## src/sv/crsft_pkg.sv

```systemverilog
// Shared types, constants and helper functions of the telemetry responder.
package crsft_pkg;

  localparam int unsigned NUM_VALUES    = 12;
  localparam int unsigned IDX_W         = 4;
  localparam int unsigned VAL_W         = 32;
  localparam int unsigned MAX_BURST_LEN = 256;
  localparam int unsigned MIN_BURST_LEN = 4;
  localparam int unsigned CNT_W         = $clog2(MAX_BURST_LEN + 1);
  localparam int unsigned BUF_BYTES     = 18;
  localparam int unsigned POS_W         = 5;
  localparam int unsigned STEP_W        = 3;

  localparam logic [7:0] SYNC_BYTE = 8'hC8;
  localparam logic [7:0] CRC_POLY  = 8'hD5;
  localparam logic [7:0] FRAME_ID_GPS   = 8'h02;
  localparam logic [7:0] FRAME_ID_VARIO = 8'h07;
  localparam logic [7:0] FRAME_ID_BATT  = 8'h08;
  localparam logic [7:0] FRAME_ID_BARO  = 8'h09;

  localparam logic signed [VAL_W:0] ALT_OFFSET = 33'sd1000;
  localparam logic signed [VAL_W:0] ALT_MAX    = 33'sd2276;

  localparam logic REG_ENABLED_MASK = 1'b0;

  typedef enum logic [1:0] {
    KIND_GPS   = 2'd0,
    KIND_VARIO = 2'd1,
    KIND_BATT  = 2'd2,
    KIND_BARO  = 2'd3
  } kind_e;

  typedef enum logic {
    CMD_UPDATE = 1'b0,
    CMD_LINK   = 1'b1
  } cmd_e;

  typedef enum logic [1:0] {
    ST_IDLE,
    ST_FETCH,
    ST_SEND
  } state_e;

  typedef struct packed {
    logic [IDX_W-1:0] entry;
    logic [POS_W-1:0] pos;
    logic [2:0]       nbytes;
    logic             alt;
    logic             last;
  } step_t;

  typedef struct packed {
    logic done;
    logic ok;
  } burst_st_t;

  function automatic step_t mk_step(int unsigned entry, int unsigned pos,
                                    int unsigned nbytes, logic alt, logic last);
    step_t s;
    s.entry  = IDX_W'(entry);
    s.pos    = POS_W'(pos);
    s.nbytes = 3'(nbytes);
    s.alt    = alt;
    s.last   = last;
    return s;
  endfunction

  function automatic step_t step_info(kind_e kind, logic [STEP_W-1:0] step);
    step_t s;
    s = mk_step(0, 3, 4, 1'b0, 1'b1);
    case (kind)
      KIND_GPS: begin
        case (step)
          3'd0:    s = mk_step(0, 3, 4, 1'b0, 1'b0);
          3'd1:    s = mk_step(1, 7, 4, 1'b0, 1'b0);
          3'd2:    s = mk_step(2, 11, 2, 1'b0, 1'b0);
          3'd3:    s = mk_step(3, 13, 2, 1'b0, 1'b0);
          3'd4:    s = mk_step(4, 15, 2, 1'b1, 1'b0);
          default: s = mk_step(5, 17, 1, 1'b0, 1'b1);
        endcase
      end
      KIND_VARIO: s = mk_step(6, 3, 2, 1'b0, 1'b1);
      KIND_BATT: begin
        case (step)
          3'd0:    s = mk_step(7, 3, 2, 1'b0, 1'b0);
          3'd1:    s = mk_step(8, 5, 2, 1'b0, 1'b0);
          default: s = mk_step(9, 7, 3, 1'b0, 1'b1);
        endcase
      end
      default: begin
        case (step)
          3'd0:    s = mk_step(10, 3, 2, 1'b1, 1'b0);
          default: s = mk_step(11, 5, 2, 1'b0, 1'b1);
        endcase
      end
    endcase
    return s;
  endfunction

  function automatic logic [POS_W-1:0] crc_pos(kind_e kind);
    logic [POS_W-1:0] p;
    case (kind)
      KIND_GPS:   p = POS_W'(18);
      KIND_VARIO: p = POS_W'(5);
      KIND_BATT:  p = POS_W'(11);
      default:    p = POS_W'(7);
    endcase
    return p;
  endfunction

  function automatic logic [7:0] type_byte(kind_e kind);
    logic [7:0] t;
    case (kind)
      KIND_GPS:   t = FRAME_ID_GPS;
      KIND_VARIO: t = FRAME_ID_VARIO;
      KIND_BATT:  t = FRAME_ID_BATT;
      default:    t = FRAME_ID_BARO;
    endcase
    return t;
  endfunction

  function automatic logic [7:0] crc_byte(logic [7:0] crc, logic [7:0] b);
    logic [7:0] c;
    c = crc ^ b;
    for (int k = 0; k < 8; k++) begin
      if (c[7]) begin
        c = {c[6:0], 1'b0} ^ CRC_POLY;
      end else begin
        c = {c[6:0], 1'b0};
      end
    end
    return c;
  endfunction

endpackage

```

## src/sv/crsft_burst_chk.sv

```systemverilog
// Received burst tracker: byte count, overflow flag and running CRC-8 check.
module crsft_burst_chk (
  input  logic                  clk_i,
  input  logic                  rst_ni,
  input  logic                  byte_vld_i,
  input  logic [7:0]            byte_i,
  input  logic                  end_i,
  output crsft_pkg::burst_st_t  st_o
);

  localparam int unsigned CW = crsft_pkg::CNT_W;

  logic [CW-1:0] cnt_q, cnt_d;
  logic          ovf_q, ovf_d;
  logic [7:0]    crc_q, crc_d;
  logic          ovf_now;

  always_comb begin
    cnt_d   = cnt_q;
    ovf_d   = ovf_q;
    crc_d   = crc_q;
    st_o    = '0;
    ovf_now = ovf_q | (cnt_q >= CW'(crsft_pkg::MAX_BURST_LEN));
    if (byte_vld_i) begin
      if (!end_i) begin
        if (cnt_q >= CW'(2) && cnt_q < CW'(crsft_pkg::MAX_BURST_LEN)) begin
          crc_d = crsft_pkg::crc_byte(crc_q, byte_i);
        end
        if (cnt_q < CW'(crsft_pkg::MAX_BURST_LEN)) begin
          cnt_d = cnt_q + CW'(1);
        end
        ovf_d = ovf_now;
      end else begin
        st_o.done = 1'b1;
        st_o.ok   = !ovf_now && (cnt_q >= CW'(crsft_pkg::MIN_BURST_LEN - 1)) &&
                    (cnt_q < CW'(crsft_pkg::MAX_BURST_LEN)) && (byte_i == crc_q);
        cnt_d = '0;
        ovf_d = 1'b0;
        crc_d = '0;
      end
    end
  end

  always_ff @(posedge clk_i or negedge rst_ni) begin
    if (!rst_ni) begin
      cnt_q <= '0;
      ovf_q <= 1'b0;
      crc_q <= '0;
    end else begin
      cnt_q <= cnt_d;
      ovf_q <= ovf_d;
      crc_q <= crc_d;
    end
  end

`ifndef SYNTH
  a_cnt_range : assert property (@(posedge clk_i) disable iff (!rst_ni)
    cnt_q <= CW'(crsft_pkg::MAX_BURST_LEN))
    else $error("burst count above its limit");
  a_ovf_full : assert property (@(posedge clk_i) disable iff (!rst_ni)
    ovf_q |-> cnt_q == CW'(crsft_pkg::MAX_BURST_LEN))
    else $error("overflow flag set with count below the limit");
  a_done_clears : assert property (@(posedge clk_i) disable iff (!rst_ni)
    st_o.done |=> (cnt_q == '0 && crc_q == '0 && !ovf_q))
    else $error("burst state not cleared after the last byte");
`endif

endmodule

```

## src/sv/crsf_telemetry_responder.sv

```systemverilog
// Telemetry responder: sensor store, burst check and reply frame generation.
//
// Usage: the slave stream carries two kinds of transaction, selected by tuser.
// tuser 0 writes sensor_value into store entry value_index (indexes above 11
// are dropped). tuser 1 carries one received link byte; tlast marks the last
// byte of a burst. A burst of 4 to 256 bytes whose last byte matches the
// CRC-8 of bytes 2 to n-2 triggers one reply frame on the master stream,
// one byte per transaction, tlast on the closing CRC byte. The frame type is
// picked round-robin among the types enabled in register 0 (APB, offset 0).
// Throughput: one slave transaction per cycle. After a triggering last byte
// the slave side stalls until the frame's store entries (1 to 6) are read
// one at a time, since the store has one read port. A frame leaves at one
// byte per cycle while the master side is ready; its first byte follows the
// store reads. A further triggering burst that ends while a frame is still
// sent is held and stalls the slave side until that frame is done and the
// next frame's entries are read. A master-side stall holds the output
// register and backs up the frame, not the slave side, until a new frame is
// due. Reset clears the store (per-entry valid bits), burst state,
// round-robin pointer and the enable register; no clearing pass is needed.
module crsf_telemetry_responder (
  input  logic        clk_i,
  input  logic        rst_ni,
  input  logic        s_axis_tvalid,
  output logic        s_axis_tready,
  input  logic [47:0] s_axis_tdata,   // value_index[3:0], sensor_value[35:4],
                                      // rx_byte[43:36], zero[47:44]
  input  logic        s_axis_tuser,   // cmd
  input  logic        s_axis_tlast,
  output logic        m_axis_tvalid,
  input  logic        m_axis_tready,
  output logic [7:0]  m_axis_tdata,   // tx_byte[7:0]
  output logic        m_axis_tlast,
  input  logic        psel,
  input  logic        penable,
  input  logic        pwrite,
  input  logic [2:0]  paddr,
  input  logic [31:0] pwdata,
  output logic [31:0] prdata,
  output logic        pready
);

  localparam int unsigned NV = crsft_pkg::NUM_VALUES;
  localparam int unsigned IW = crsft_pkg::IDX_W;
  localparam int unsigned VW = crsft_pkg::VAL_W;
  localparam int unsigned PW = crsft_pkg::POS_W;
  localparam int unsigned SW = crsft_pkg::STEP_W;
  localparam int unsigned NB = crsft_pkg::BUF_BYTES;

  // Configuration register.
  logic [3:0] mask_q;

  assign pready = 1'b1;
  assign prdata = (paddr[2] == crsft_pkg::REG_ENABLED_MASK) ? {28'b0, mask_q} : 32'b0;

  always_ff @(posedge clk_i or negedge rst_ni) begin
    if (!rst_ni) begin
      mask_q <= '0;
    end else if (psel && penable && pwrite && pready &&
                 paddr[2] == crsft_pkg::REG_ENABLED_MASK) begin
      mask_q <= pwdata[3:0];
    end
  end

  // Input unpacking.
  logic          s_acc;
  logic [IW-1:0] in_idx;
  logic [VW-1:0] in_val;
  logic [7:0]    in_byte;
  logic          req_q, req_d;

  assign in_idx        = s_axis_tdata[3:0];
  assign in_val        = s_axis_tdata[35:4];
  assign in_byte       = s_axis_tdata[43:36];
  assign s_axis_tready = !req_q;
  assign s_acc         = s_axis_tvalid && s_axis_tready;

  // Sensor store.
  logic [VW-1:0] mem_q [NV];
  logic [NV-1:0] vld_q;
  logic          mem_we;
  logic          rd_en;
  logic [IW-1:0] rd_addr;
  logic [VW-1:0] rd_data_q;
  logic          rd_vld_q;

  assign mem_we = s_acc && (s_axis_tuser == crsft_pkg::CMD_UPDATE) && (in_idx < IW'(NV));

  always_ff @(posedge clk_i) begin
    if (mem_we) begin
      mem_q[in_idx] <= in_val;
    end
    if (rd_en) begin
      rd_data_q <= mem_q[rd_addr];
      rd_vld_q  <= vld_q[rd_addr];
    end
  end

  always_ff @(posedge clk_i or negedge rst_ni) begin
    if (!rst_ni) begin
      vld_q <= '0;
    end else if (mem_we) begin
      vld_q[in_idx] <= 1'b1;
    end
  end

  // Burst check.
  crsft_pkg::burst_st_t burst_st;

  crsft_burst_chk u_burst (
    .clk_i      (clk_i),
    .rst_ni     (rst_ni),
    .byte_vld_i (s_acc && (s_axis_tuser == crsft_pkg::CMD_LINK)),
    .byte_i     (in_byte),
    .end_i      (s_axis_tlast),
    .st_o       (burst_st)
  );

  // Round-robin frame type selection.
  crsft_pkg::kind_e next_q, next_d;
  crsft_pkg::kind_e req_kind_q, req_kind_d;
  crsft_pkg::kind_e sel_kind;
  logic             sel_found;

  always_comb begin
    sel_kind  = next_q;
    sel_found = 1'b0;
    for (int k = 0; k < 4; k++) begin
      if (!sel_found && mask_q[2'(next_q + 2'(k))]) begin
        sel_kind  = crsft_pkg::kind_e'(2'(next_q + 2'(k)));
        sel_found = 1'b1;
      end
    end
  end

  // Frame sequencer.
  crsft_pkg::state_e state_q, state_d;
  crsft_pkg::kind_e  frm_kind_q, frm_kind_d;
  logic [SW-1:0]     fs_q, fs_d;
  crsft_pkg::step_t  fetch_step;
  logic              cap_vld_q, cap_vld_d;
  crsft_pkg::step_t  cap_step_q;
  logic              init_buf;
  logic [PW-1:0]     snd_idx_q, snd_idx_d;
  logic [7:0]        fcrc_q, fcrc_d;
  logic [7:0]        buf_q [NB];
  logic [7:0]        buf_d [NB];
  logic              out_adv;
  logic              out_load;
  logic              is_crc;
  logic [7:0]        snd_byte;
  logic              m_vld_q;
  logic [7:0]        m_data_q;
  logic              m_last_q;

  assign fetch_step = crsft_pkg::step_info(frm_kind_q, fs_q);
  assign out_adv    = !m_vld_q || m_axis_tready;
  assign is_crc     = (snd_idx_q == crsft_pkg::crc_pos(frm_kind_q));
  assign snd_byte   = is_crc ? fcrc_q : buf_q[snd_idx_q];

  always_comb begin
    state_d    = state_q;
    frm_kind_d = frm_kind_q;
    fs_d       = fs_q;
    req_d      = req_q;
    req_kind_d = req_kind_q;
    next_d     = next_q;
    rd_en      = 1'b0;
    rd_addr    = fetch_step.entry;
    cap_vld_d  = 1'b0;
    init_buf   = 1'b0;
    snd_idx_d  = snd_idx_q;
    fcrc_d     = fcrc_q;
    out_load   = 1'b0;

    if (burst_st.ok && sel_found) begin
      req_d      = 1'b1;
      req_kind_d = sel_kind;
      next_d     = crsft_pkg::kind_e'(2'(sel_kind + 2'd1));
    end

    unique case (state_q)
      crsft_pkg::ST_IDLE: begin
        if (req_q) begin
          state_d    = crsft_pkg::ST_FETCH;
          frm_kind_d = req_kind_q;
          fs_d       = '0;
          init_buf   = 1'b1;
          snd_idx_d  = '0;
          fcrc_d     = '0;
        end
      end
      crsft_pkg::ST_FETCH: begin
        rd_en     = 1'b1;
        cap_vld_d = 1'b1;
        if (fetch_step.last) begin
          state_d = crsft_pkg::ST_SEND;
          req_d   = 1'b0;
        end else begin
          fs_d = fs_q + SW'(1);
        end
      end
      crsft_pkg::ST_SEND: begin
        if (out_adv) begin
          out_load  = 1'b1;
          snd_idx_d = snd_idx_q + PW'(1);
          if (snd_idx_q >= PW'(2) && !is_crc) begin
            fcrc_d = crsft_pkg::crc_byte(fcrc_q, snd_byte);
          end
          if (is_crc) begin
            state_d = crsft_pkg::ST_IDLE;
          end
        end
      end
      default: state_d = crsft_pkg::ST_IDLE;
    endcase
  end

  // Placement of one store entry into the frame buffer.
  logic [VW-1:0]        cap_raw;
  logic signed [VW:0]   alt_sum;
  logic [VW-1:0]        cap_val;
  logic [PW-1:0]        off;
  logic [1:0]           sh;

  always_comb begin
    cap_raw = rd_vld_q ? rd_data_q : '0;
    alt_sum = $signed({cap_raw[VW-1], cap_raw}) + crsft_pkg::ALT_OFFSET;
    cap_val = cap_raw;
    if (cap_step_q.alt) begin
      if (alt_sum < 0) begin
        cap_val = '0;
      end else if (alt_sum > crsft_pkg::ALT_MAX) begin
        cap_val = VW'(crsft_pkg::ALT_MAX);
      end else begin
        cap_val = alt_sum[VW-1:0];
      end
    end
  end

  always_comb begin
    off = '0;
    sh  = '0;
    for (int j = 0; j < NB; j++) begin
      buf_d[j] = buf_q[j];
      if (init_buf) begin
        if (j == 0) begin
          buf_d[j] = crsft_pkg::SYNC_BYTE;
        end else if (j == 1) begin
          buf_d[j] = 8'(crsft_pkg::crc_pos(req_kind_q) - PW'(1));
        end else if (j == 2) begin
          buf_d[j] = crsft_pkg::type_byte(req_kind_q);
        end else begin
          buf_d[j] = '0;
        end
      end else if (cap_vld_q) begin
        off = PW'(j) - cap_step_q.pos;
        if (PW'(j) >= cap_step_q.pos && off < PW'(cap_step_q.nbytes)) begin
          sh = 2'(cap_step_q.nbytes - 3'd1 - off[2:0]);
          case (sh)
            2'd0:    buf_d[j] = cap_val[7:0];
            2'd1:    buf_d[j] = cap_val[15:8];
            2'd2:    buf_d[j] = cap_val[23:16];
            default: buf_d[j] = cap_val[31:24];
          endcase
        end
      end
    end
  end

  always_ff @(posedge clk_i) begin
    buf_q      <= buf_d;
    cap_step_q <= fetch_step;
    fs_q       <= fs_d;
    frm_kind_q <= frm_kind_d;
    req_kind_q <= req_kind_d;
    snd_idx_q  <= snd_idx_d;
    fcrc_q     <= fcrc_d;
    if (out_load) begin
      m_data_q <= snd_byte;
      m_last_q <= is_crc;
    end
  end

  always_ff @(posedge clk_i or negedge rst_ni) begin
    if (!rst_ni) begin
      state_q   <= crsft_pkg::ST_IDLE;
      req_q     <= 1'b0;
      next_q    <= crsft_pkg::KIND_GPS;
      cap_vld_q <= 1'b0;
      m_vld_q   <= 1'b0;
    end else begin
      state_q   <= state_d;
      req_q     <= req_d;
      next_q    <= next_d;
      cap_vld_q <= cap_vld_d;
      if (out_load) begin
        m_vld_q <= 1'b1;
      end else if (m_axis_tready) begin
        m_vld_q <= 1'b0;
      end
    end
  end

  assign m_axis_tvalid = m_vld_q;
  assign m_axis_tdata  = m_data_q;
  assign m_axis_tlast  = m_last_q;

`ifndef SYNTH
  a_fetch_has_req : assert property (@(posedge clk_i) disable iff (!rst_ni)
    state_q == crsft_pkg::ST_FETCH |-> req_q)
    else $error("store fetch without a pending frame request");
  a_no_write_in_fetch : assert property (@(posedge clk_i) disable iff (!rst_ni)
    state_q == crsft_pkg::ST_FETCH |-> !mem_we)
    else $error("store written while a frame is being fetched");
  a_cap_in_frame : assert property (@(posedge clk_i) disable iff (!rst_ni)
    cap_vld_q |-> (state_q == crsft_pkg::ST_FETCH || state_q == crsft_pkg::ST_SEND))
    else $error("entry captured outside of frame generation");
  a_req_from_burst : assert property (@(posedge clk_i) disable iff (!rst_ni)
    $rose(req_q) |-> $past(burst_st.ok && mask_q != 4'b0))
    else $error("frame request without an accepted burst");
`endif

endmodule
```

## config.mk

```make
export PLATFORM = sky130hd
export DESIGN_NAME = crsf_telemetry_responder
export DESIGN_NICKNAME = d
export VERILOG_FILES = /design/src/sv/crsft_pkg.sv /design/src/sv/crsft_burst_chk.sv /design/src/sv/crsf_telemetry_responder.sv
export SDC_FILE = /design/constraint.sdc
export NUM_CORES = 1
export LEC_CHECK = 0
export ABC_CLOCK_PERIOD_IN_PS = 4800
export BUFFER_PORTS_ARGS = -buffer_cell sky130_fd_sc_hd__buf_2
export CORE_AREA = 2 2 234 236
export CTS_BUF_LIST = sky130_fd_sc_hd__clkbuf_4 sky130_fd_sc_hd__clkbuf_8
export DETAILED_ROUTE_END_ITERATION = 7
export DIE_AREA = 0 0 236 238
export GPL_ROUTABILITY_DRIVEN = 0
export GPL_TIMING_DRIVEN = 1
export PLACE_DENSITY = 0.78
export SLEW_MARGIN = 20
export SYNTH_ARGS = -nofsm -noshare
export SYNTH_HDL_FRONTEND = slang
export SYNTH_SLANG_ARGS = --single-unit
```

## constraint.sdc

```tcl
create_clock -name clk_i -period 4.8 [get_ports clk_i]
set_clock_uncertainty 0.05 [all_clocks]
set_input_delay 0.96 -clock clk_i [delete_from_list [all_inputs] [get_ports clk_i]]
set_output_delay 0.96 -clock clk_i [all_outputs]
set_load 0.01 [all_outputs]
```

==> results_tabular.tex, run 1 <==
\begin{tabular}{lr}
\hline
Metric & Value \\
\hline
\multicolumn{2}{l}{\textbf{Yosys}} \\
\quad Sequential area share after synthesis & 59.8\% \\
\quad Leading post-synthesis cells by cell area & edfxtp\_1, dfxtp\_1, mux2i\_1 \\
\quad FFs w/ async S/R, synth & 6.50\% \\
\quad Post-synth top area cell & edfxtp\_1 \\
\quad Avg Inst Size Synth & 12.1 um\^{}2 \\
\quad \#FFs+latches synth & 631 \\
\quad Area share of the largest cell type after synthesis & 47.5\% \\
\quad Warning count from the yosys run & 0 \\
\quad Number of flops mapped to enable cells by yosys & 462 \\
\quad Synthesized instance count & 2409 \\
\quad Distinct cell type count of the synthesized netlist & 86 \\
\quad Most frequently used cell type in the post-synthesis netlist & edfxtp\_1 \\
\quad Mapped Area & 29200 um\^{}2 \\
\quad Primary flip-flop cell chosen by synthesis mapping & edfxtp\_1 \\
\quad Ranking of synthesized cells by instance count & edfxtp\_1, mux2i\_1, nand2\_1, nor2\_1, a21oi\_1 \\
\multicolumn{2}{l}{\textbf{Finish}} \\
\quad Number of fill cells in the layout & 4069 \\
\quad Area of all sequential standard cells & 17500 um\^{}2 \\
\quad Area growth from synthesis to layout & 10.7\% \\
\quad Combined area of the multi-input logic cells & 11000 um\^{}2 \\
\quad Final-stage net count & 2607 \\
\quad Fraction of layout cells with a size suffix above 1 & 17.3\% \\
\multicolumn{2}{l}{\textbf{Hold path}} \\
\quad Hold crit path type & input port to async pin \\
\multicolumn{2}{l}{\textbf{Clock tree}} \\
\quad Sink count of the clock tree & 631 \\
\quad Number of instances resized during post-cts repair & 0 \\
\quad Clock tree root buffer cell & clkbuf\_8 \\
\quad Clock buffer depth & 3 \\
\quad Number of buffers added by the clock tree synthesis step & 99 \\
\quad Hold-fix buffers, CTS & 0 \\
\quad Depth of the CTS H-tree & 3 \\
\quad Clock slew seen by the registers of the worst setup and hold paths & 0.06 ns \\
\quad Postcts setup bufs & 0 \\
\quad TritonCTS clock tree & done \\
\quad Worst-Skew Late Latency & 0.73 ns \\
\multicolumn{2}{l}{\textbf{Routing}} \\
\quad Residual antenna-violating net count after detailed routing & 0 \\
\quad Post-DR vias/cell & 6.14 \\
\quad Routed wire length & 69700 um \\
\quad Number of DRC violations after detailed-routing iteration 0 & 2130 \\
\quad Number of remaining DRC errors & 0 \\
\quad Router iterations before antenna repair & 8 \\
\quad Routed wire length per instance & 21.4 um \\
\quad Routed via count & 20000 \\
\multicolumn{2}{l}{\textbf{Timing}} \\
\quad Total negative slack for setup checks & 0 ns \\
\quad Relative slew margins & 23.4\% \\
\quad Total setup violations reported at the end of the flow & 0 \\
\quad FMAX & 0.228 GHz \\
\quad Total count of hold-check failures in the final report & 0 \\
\quad Final Max Slew Viols & 0 \\
\quad Period Utilization, post-route & 91.3\% \\
\quad Setup repair after global routing missed its margin & no \\
\quad Actual slew at the worst max-slew pin & 1.14 ns \\
\quad Minimum clock period & 4.38 ns \\
\multicolumn{2}{l}{\textbf{Power}} \\
\quad P\_sw & 3830 uW \\
\quad Portion of total power attributed to sequential cells & 47.8\% \\
\quad Areal power density over the cells & 416 nW/um\^{}2 \\
\quad Total chip power & 13500 uW \\
\quad Fraction of power consumed by combinational cells & 18.9\% \\
\quad Clock network fraction of total power & 33.3\% \\
\quad Switching power share of the total & 28.5\% \\
\quad Peak supply drop & 352 uV \\
\quad Leakage power figure & 0.0116 uW \\
\quad Internal Pwr Total & 9620 uW \\
\multicolumn{2}{l}{\textbf{Floorplanning}} \\
\quad Placeable Area & 53500 um\^{}2 \\
\quad Row count & 85 \\
\quad Top Ports & 136 \\
\quad Chip width & 236 um \\
\quad Die height & 238 um \\
\quad Starting density of the core & 54.6\% \\
\quad Full die area & 56200 um\^{}2 \\
\multicolumn{2}{l}{\textbf{Placed design}} \\
\quad Number of buffers added on ports & 72 \\
\quad Dpl hpwl & 44200 um \\
\multicolumn{2}{l}{\textbf{Critical path}} \\
\quad WP data required & 5.30 ns \\
\quad Kind of capture point of the worst setup path & register \\
\quad Setup Crit Path Kind & register to register \\
\quad Worst-path maximum fanout & 15 \\
\quad Critical Path Start Type & register \\
\quad Arrival time of the worst setup path & 4.88 ns \\
\multicolumn{2}{l}{\textbf{Run status}} \\
\quad Outcome & finished clean \\
\multicolumn{2}{l}{\textbf{GRT}} \\
\quad Total global-route track usage & 24.6\% \\
\quad Number of antenna violations at the first check in global routing & 8 \\
\quad Wire length of the first global-routing pass & 108000 um \\
\quad Total grt overflow & 0 \\
\quad Number of global-route vias before repair & 19600 \\
\quad Pin count of the biggest net entering global routing & 88 \\
\multicolumn{2}{l}{\textbf{Run}} \\
\quad Max-cap violations & 0 \\
\hline
\end{tabular}
power by group through the flow:
| stage | logic (uW) | registers [uW] | clock network, uW |
|---|---|---|---|
| 6_report | 2540 | 6430 | 4480 |
| 5_1_grt | 2740 | 6460 | 4750 |
| 4_1_cts | 2510 | 6420 | 4520 |
| 3_5_place_dp | 2500 | 6540 | 0 |
| 3_3_place_gp | 2410 | 6510 | 0 |
| 2_1_floorplan | 1950 | 6430 | 0 |
critical path, stage by stage, from the launching register on:
cell      delay [ns]
edfxtp_1        0.58
and2_1          0.25
ha_1            0.29
or4b_1          0.56
o21ai_0         0.24
a221oi_1        0.11
o311ai_0        0.45
and3_1          0.34
nand2_4         0.16
o32ai_1         0.51
mux2i_1         0.37
o21ai_0         0.28
stage by stage:
step	hold slack, ns	instances	setup WS, ns	utilization (%)	cell area, um^2
floorplan	0.381	2436	0.505	-	29300
global placement	0.393	3080	0.806	56.7	30300
detailed placement	0.396	3080	0.625	56.7	30300
CTS	0.351	3256	0.563	60.4	32300
global route	0.403	3258	0.272	60.4	32300
finish	0.350	3259	0.417	60.4	32300
sequential cells by signal (all words and copies together), names as in the netlist, 8 cells and up:
name / count
fcrc_q: 8
u_burst.cnt_q: 9
m_axis_tdata: 8
mem_q: 384
buf_q: 136
cap_step_q: 8
u_burst.crc_q: 8
vld_q: 12
rd_data_q: 32
layout make-up:
cell class | instances | area share, %
clock buffers | 137 | 5.27
flip-flops and latches | 631 | 54.0
inverters | 46 | 0.534
repair buffers | 128 | 2.65
well taps | 696 | 2.69
clock inverters | 39 | 0.774
diodes | 3 | 0.0232
multi-input cells | 1579 | 34.0
cells in the final DEF, fill, tap and decap left out, drive strengths merged, types with 45 or more instances in the layout:
master,synthesis,routed
clkbuf,103,137
nand3,73,73
buf,77,128
o21ai,157,157
xnor2,45,45
a31oi,56,56
mux2i,214,214
nand2,201,201
mux2,72,72
inv,44,49
edfxtp,462,462
a21oi,140,140
dfxtp,128,128
nor2,171,171
o211ai,67,67
path summary, 6_finish.rpt:
check                                              from                            to  slack [ns]  cells past startpoint
worst min register to register  buf_q[109]$_SDFFE_PP0P_       buf_q[109]$_SDFFE_PP0P_        0.40                      2
worst min-delay path                             rst_ni         mask_q[3]$_DFFE_PN0P_        0.35                      1
min in group clk_i              buf_q[109]$_SDFFE_PP0P_       buf_q[109]$_SDFFE_PP0P_        0.40                      2
worst max-delay path             rd_data_q[4]$_DFFE_PP_          buf_q[123]$_DFFE_PP_        0.42                     11
max in group asynchronous                        rst_ni  u_burst.cnt_q[6]$_DFFE_PN0P_        3.71                      1
worst max register to register   rd_data_q[4]$_DFFE_PP_          buf_q[123]$_DFFE_PP_        0.42                     11
metal layers:
layer / wire [um] / vias to the layer above / global-route usage (%)
met5: 45 / - / 0
met4: 2610 / 8 / 11.3
met3: 6060 / 202 / 5.03
met2: 33600 / 964 / 40.5
met1: 27400 / 9705 / 31.5
li1: - / 9145 / -
cells by family (layout without fill, tap and decap cells):
| family | count (synthesis) | in the layout | share of synthesized area, % |
|---|---|---|---|
| AO/OA/AOI/OAI | 538 | 538 | 11.6 |
| adder cells (fa/ha/maj) | 30 | 30 | 1.29 |
| buffers and inverters | 226 | 350 | 3.47 |
| flip-flops | 631 | 631 | 59.8 |
| AND/OR/NAND/NOR | 603 | 603 | 9.61 |
| XOR/XNOR | 66 | 66 | 2.03 |
| multiplexers | 313 | 313 | 12.2 |
| other | 2 | 32 | 0.0257 |
Note: power is estimated with default switching activity, not from simulation.
==> inputs of run 2 (changes only) <==
--- a/config.mk
+++ b/config.mk
@@ -7,3 +7,3 @@
 export LEC_CHECK = 0
-export ABC_CLOCK_PERIOD_IN_PS = 4800
+export ABC_CLOCK_PERIOD_IN_PS = 3800
 export BUFFER_PORTS_ARGS = -buffer_cell sky130_fd_sc_hd__buf_2
@@ -15,3 +15,3 @@
 export GPL_TIMING_DRIVEN = 1
-export PLACE_DENSITY = 0.78
+export PLACE_DENSITY = 0.76
 export SLEW_MARGIN = 20
==> constraint.sdc (replaced) <==
create_clock -name clk_i -period 3.8 [get_ports clk_i]
set_clock_uncertainty 0.05 [all_clocks]
set_input_delay 0.19 -clock clk_i [delete_from_list [all_inputs] [get_ports clk_i]]
set_output_delay 0.19 -clock clk_i [all_outputs]
set_load 0.01 [all_outputs]
==> results_tabular.tex, run 2 (synthesized netlist as in run 1, its figures left out) <==
\begin{tabular}{lr}
\hline
Metric & Value \\
\hline
\multicolumn{2}{l}{\textbf{Run status}} \\
\quad Outcome & finished clean \\
\multicolumn{2}{l}{\textbf{Power}} \\
\quad Total chip power & 17300 uW (+28\%) \\
\quad Areal power density over the cells & 518 nW/um\^{}2 (+25\%) \\
\quad Leakage power figure & 0.0121 uW (+4.3\%) \\
\quad Clock network fraction of total power & 33.6\% (+0.3 points) \\
\quad Fraction of power consumed by combinational cells & 19.7\% (+0.8 points) \\
\quad Switching power share of the total & 27.8\% (-0.67 points) \\
\quad Internal Pwr Total & 12500 uW (+30\%) \\
\quad P\_sw & 4810 uW (+25\%) \\
\quad Portion of total power attributed to sequential cells & 46.7\% (-1.1 points) \\
\quad Peak supply drop & 406 uV (+15\%) \\
\multicolumn{2}{l}{\textbf{Critical path}} \\
\quad Setup Crit Path Kind & register to register \\
\quad Arrival time of the worst setup path & 4.26 ns (-0.62 ns) \\
\quad Worst-path maximum fanout & 10 (-5) \\
\quad Ordered cell list for the critical path & nor4\_4 -> nand2\_1 -> nor4\_1 -> o32a\_1 -> o21ai\_2 -> o41ai\_4 -> buf\_4 -> nand2\_4 -> buf\_4 -> o32ai\_2 -> a22oi\_1 -> o21ai\_1 \\
\quad Library cell appearing most often on the critical path & buf\_4 \\
\quad Critical Path Start Type & register \\
\quad Number of cells on the worst reg-to-reg path & 12 (+1) \\
\quad Number of buffers and inverters on the critical path & 2 (+2) \\
\quad WP data required & 4.39 ns (-0.91 ns) \\
\quad Family with the most delay on the worst path & compound AO/OA/AOI/OAI gates \\
\quad Reg-to-Reg Start & rd\_data\_q[5]\$\_DFFE\_PP\_ \\
\quad Delay of the slowest cell on the worst path & 0.57 ns (about the same) \\
\quad Critical Path Slowest Stage Cell & edfxtp\_1 \\
\quad Kind of capture point of the worst setup path & register \\
\quad Capture instance of the worst register-to-register path & buf\_q[43]\$\_SDFFE\_PP0P\_ \\
\quad First element of the critical path & rd\_data\_q[5]\$\_DFFE\_PP\_ \\
\quad Register-to-register setup slack & 0.12 ns (-0.29 ns) \\
\multicolumn{2}{l}{\textbf{Finish}} \\
\quad Regs by FF count & mem\_q (384), buf\_q (136), rd\_data\_q (32) \\
\quad Commonest cells after routing, fill and taps aside & edfxtp\_1, mux2i\_1, nand2\_1 \\
\quad Area of all sequential standard cells & 17500 um\^{}2 (unchanged) \\
\quad Area growth from synthesis to layout & 14.1\% \\
\quad Flip-flop count of the largest register, all copies and words added & 384 (unchanged) \\
\quad End-of-flow core utilization & 62.3\% (+1.9 points) \\
\quad Number of fill cells in the layout & 3963 (-2.6\%) \\
\quad Register with the most flip-flops & mem\_q \\
\quad Final-stage net count & 2702 (+3.6\%) \\
\quad Most common cell after layout, fill and taps aside & edfxtp\_1 \\
\quad Combined area of the multi-input logic cells & 11000 um\^{}2 (+0.19\%) \\
\quad Fraction of layout cells with a size suffix above 1 & 18.8\% (+1.5 points) \\
\multicolumn{2}{l}{\textbf{Floorplanning}} \\
\quad Starting density of the core & 54.6\% (unchanged) \\
\quad Placeable Area & 53500 um\^{}2 (unchanged) \\
\quad Chip width & 236 um (unchanged) \\
\quad Row count & 85 (unchanged) \\
\quad Die height & 238 um (unchanged) \\
\quad Top Ports & 136 (unchanged) \\
\quad Full die area & 56200 um\^{}2 (unchanged) \\
\multicolumn{2}{l}{\textbf{GRT}} \\
\quad Total grt overflow & 0 (unchanged) \\
\quad Wire length of the first global-routing pass & 114000 um (+5.6\%) \\
\quad Total global-route track usage & 25.9\% (+1.3 points) \\
\quad Number of global-route vias before repair & 20700 (+5.7\%) \\
\quad Number of antenna violations at the first check in global routing & 4 (-4) \\
\quad Pin count of the biggest net entering global routing & 90 (+2.3\%) \\
\multicolumn{2}{l}{\textbf{Run}} \\
\quad Max-cap violations & 0 (unchanged) \\
\multicolumn{2}{l}{\textbf{Clock tree}} \\
\quad Clock slew seen by the registers of the worst setup and hold paths & 0.06 ns (about the same) \\
\quad Sink count of the clock tree & 631 (unchanged) \\
\quad Number of buffers added by the clock tree synthesis step & 100 (+1.0\%) \\
\quad TritonCTS clock tree & done \\
\quad Depth of the CTS H-tree & 3 (unchanged) \\
\quad Clock buffer depth & 3 (unchanged) \\
\quad Clock tree root buffer cell & clkbuf\_8 \\
\quad Worst-Skew Late Latency & 0.71 ns (-0.02 ns) \\
\multicolumn{2}{l}{\textbf{Placed design}} \\
\quad Number of buffers added on ports & 72 (unchanged) \\
\quad Dpl hpwl & 46000 um (+4.1\%) \\
\multicolumn{2}{l}{\textbf{Routing}} \\
\quad Number of remaining DRC errors & 0 (unchanged) \\
\quad Post-DR vias/cell & 6.15 (+0.13\%) \\
\quad Routed wire length & 72600 um (+4.2\%) \\
\quad Routed via count & 20700 (+3.2\%) \\
\quad Residual antenna-violating net count after detailed routing & 0 (unchanged) \\
\quad Routed wire length per instance & 21.6 um (+1.1\%) \\
\quad Number of DRC violations after detailed-routing iteration 0 & 2346 (+10\%) \\
\quad Router iterations before antenna repair & 7 (-1) \\
\multicolumn{2}{l}{\textbf{Timing}} \\
\quad Total setup violations reported at the end of the flow & 0 (unchanged) \\
\quad Period Utilization, post-route & 96.8\% (+5.4 points) \\
\quad FMAX & 0.272 GHz (+19\%) \\
\quad Final Max Slew Viols & 0 (unchanged) \\
\quad Relative slew margins & 35.3\% (+12 points) \\
\quad Total negative slack for setup checks & 0 ns (unchanged) \\
\quad Minimum clock period & 3.68 ns (-0.706 ns) \\
\quad Total count of hold-check failures in the final report & 0 (unchanged) \\
\quad Actual slew at the worst max-slew pin & 0.967 ns (-0.175 ns) \\
\multicolumn{2}{l}{\textbf{Hold path}} \\
\quad WHS Path Cells & 5 \\
\quad Sink of the worst hold path & u\_burst.crc\_q[0]\$\_DFFE\_PN0P\_ \\
\quad Hold crit path type & input port to register \\
\quad Worst Hold Launch & s\_axis\_tdata[39] \\
\hline
\end{tabular}
## run 2: cell count changes in the layout (fill, tap and decap cells not counted), moves of 3 or more
cell / previous run / this run
buf_4: 50 / 89
clkbuf_4: 29 / 35
a31oi_2: 0 / 3
bufinv_16: 1 / 4
clkinv_2: 9 / 12
dlygate4sd3_1: 0 / 48
clkbuf_8: 108 / 105
buf_12: 6 / 13
a31oi_1: 56 / 53
## run 2: metrics by stage
step	cell area [um^2]	std cells	hold WS, ns	worst slack [ns]
6_report	33300	3360	0.0955	0.123
5_1_grt	33300	3359	0.133	-0.0384
4_1_cts	33300	3356	0.0418	0.0577
3_5_place_dp	30800	3124	0.346	0.0996
3_3_place_gp	30800	3124	0.324	0.192
2_1_floorplan	29300	2436	-0.156	0.0143
## run 2: timing repair
item / 4_1_cts / 5_1_grt
setup endpoints to repair: 0 / 28
hold buffers: 48 / 0
resized for setup: 0 / 9
buffers inserted: 0 / 2
endpoints found under the hold margin: 449 / 0
## run 2: final cells by class
type	instances	share of cell area (%)
antenna	2	0.0150
clock inverter	44	0.942
clock buffer	140	5.13
inverter	46	0.518
sequential	631	52.4
multi-input combinational	1579	33.1
tap	696	2.61
timing repair buffer	222	5.31
## run 2: layer usage
metal / up-vias / share of wire [%] / global-route usage, %
met2: 1007 / 48 / 42.7
met1: 10100 / 40 / 33.3
met3: 218 / 8.4 / 5.16
li1: 9331 / - / -
met4: 4 / 3.5 / 11.6
met5: - / 0.029 / 0
## run 2: worst max path at each step
stage / to / depth (start not counted)
floorplan: buf_q[128]$_DFFE_PP_ / 15
global placement: buf_q[121]$_DFFE_PP_ / 10
detailed placement: buf_q[114]$_SDFFE_PP0P_ / 11
CTS: buf_q[114]$_SDFFE_PP0P_ / 11
global route: buf_q[12]$_SDFFE_PP0P_ / 12
finish: buf_q[43]$_SDFFE_PP0P_ / 12
## run 2: power groups by stage
stage | sequential, uW | clock, uW | combinational [uW]
4_1_cts | 8070 | 5870 | 3360
2_1_floorplan | 8120 | 0 | 2470
5_1_grt | 8100 | 6190 | 3710
3_5_place_dp | 8210 | 0 | 3280
6_report | 8080 | 5800 | 3400
3_3_place_gp | 8180 | 0 | 3190
## run 2: tightest hold or removal path, delay by kind of cell
kind | cells | cell delay, ns
XOR/XNOR | 3 | 0.42
buffers and inverters | 1 | 0.08
AO/OA/AOI/OAI | 1 | 0.08
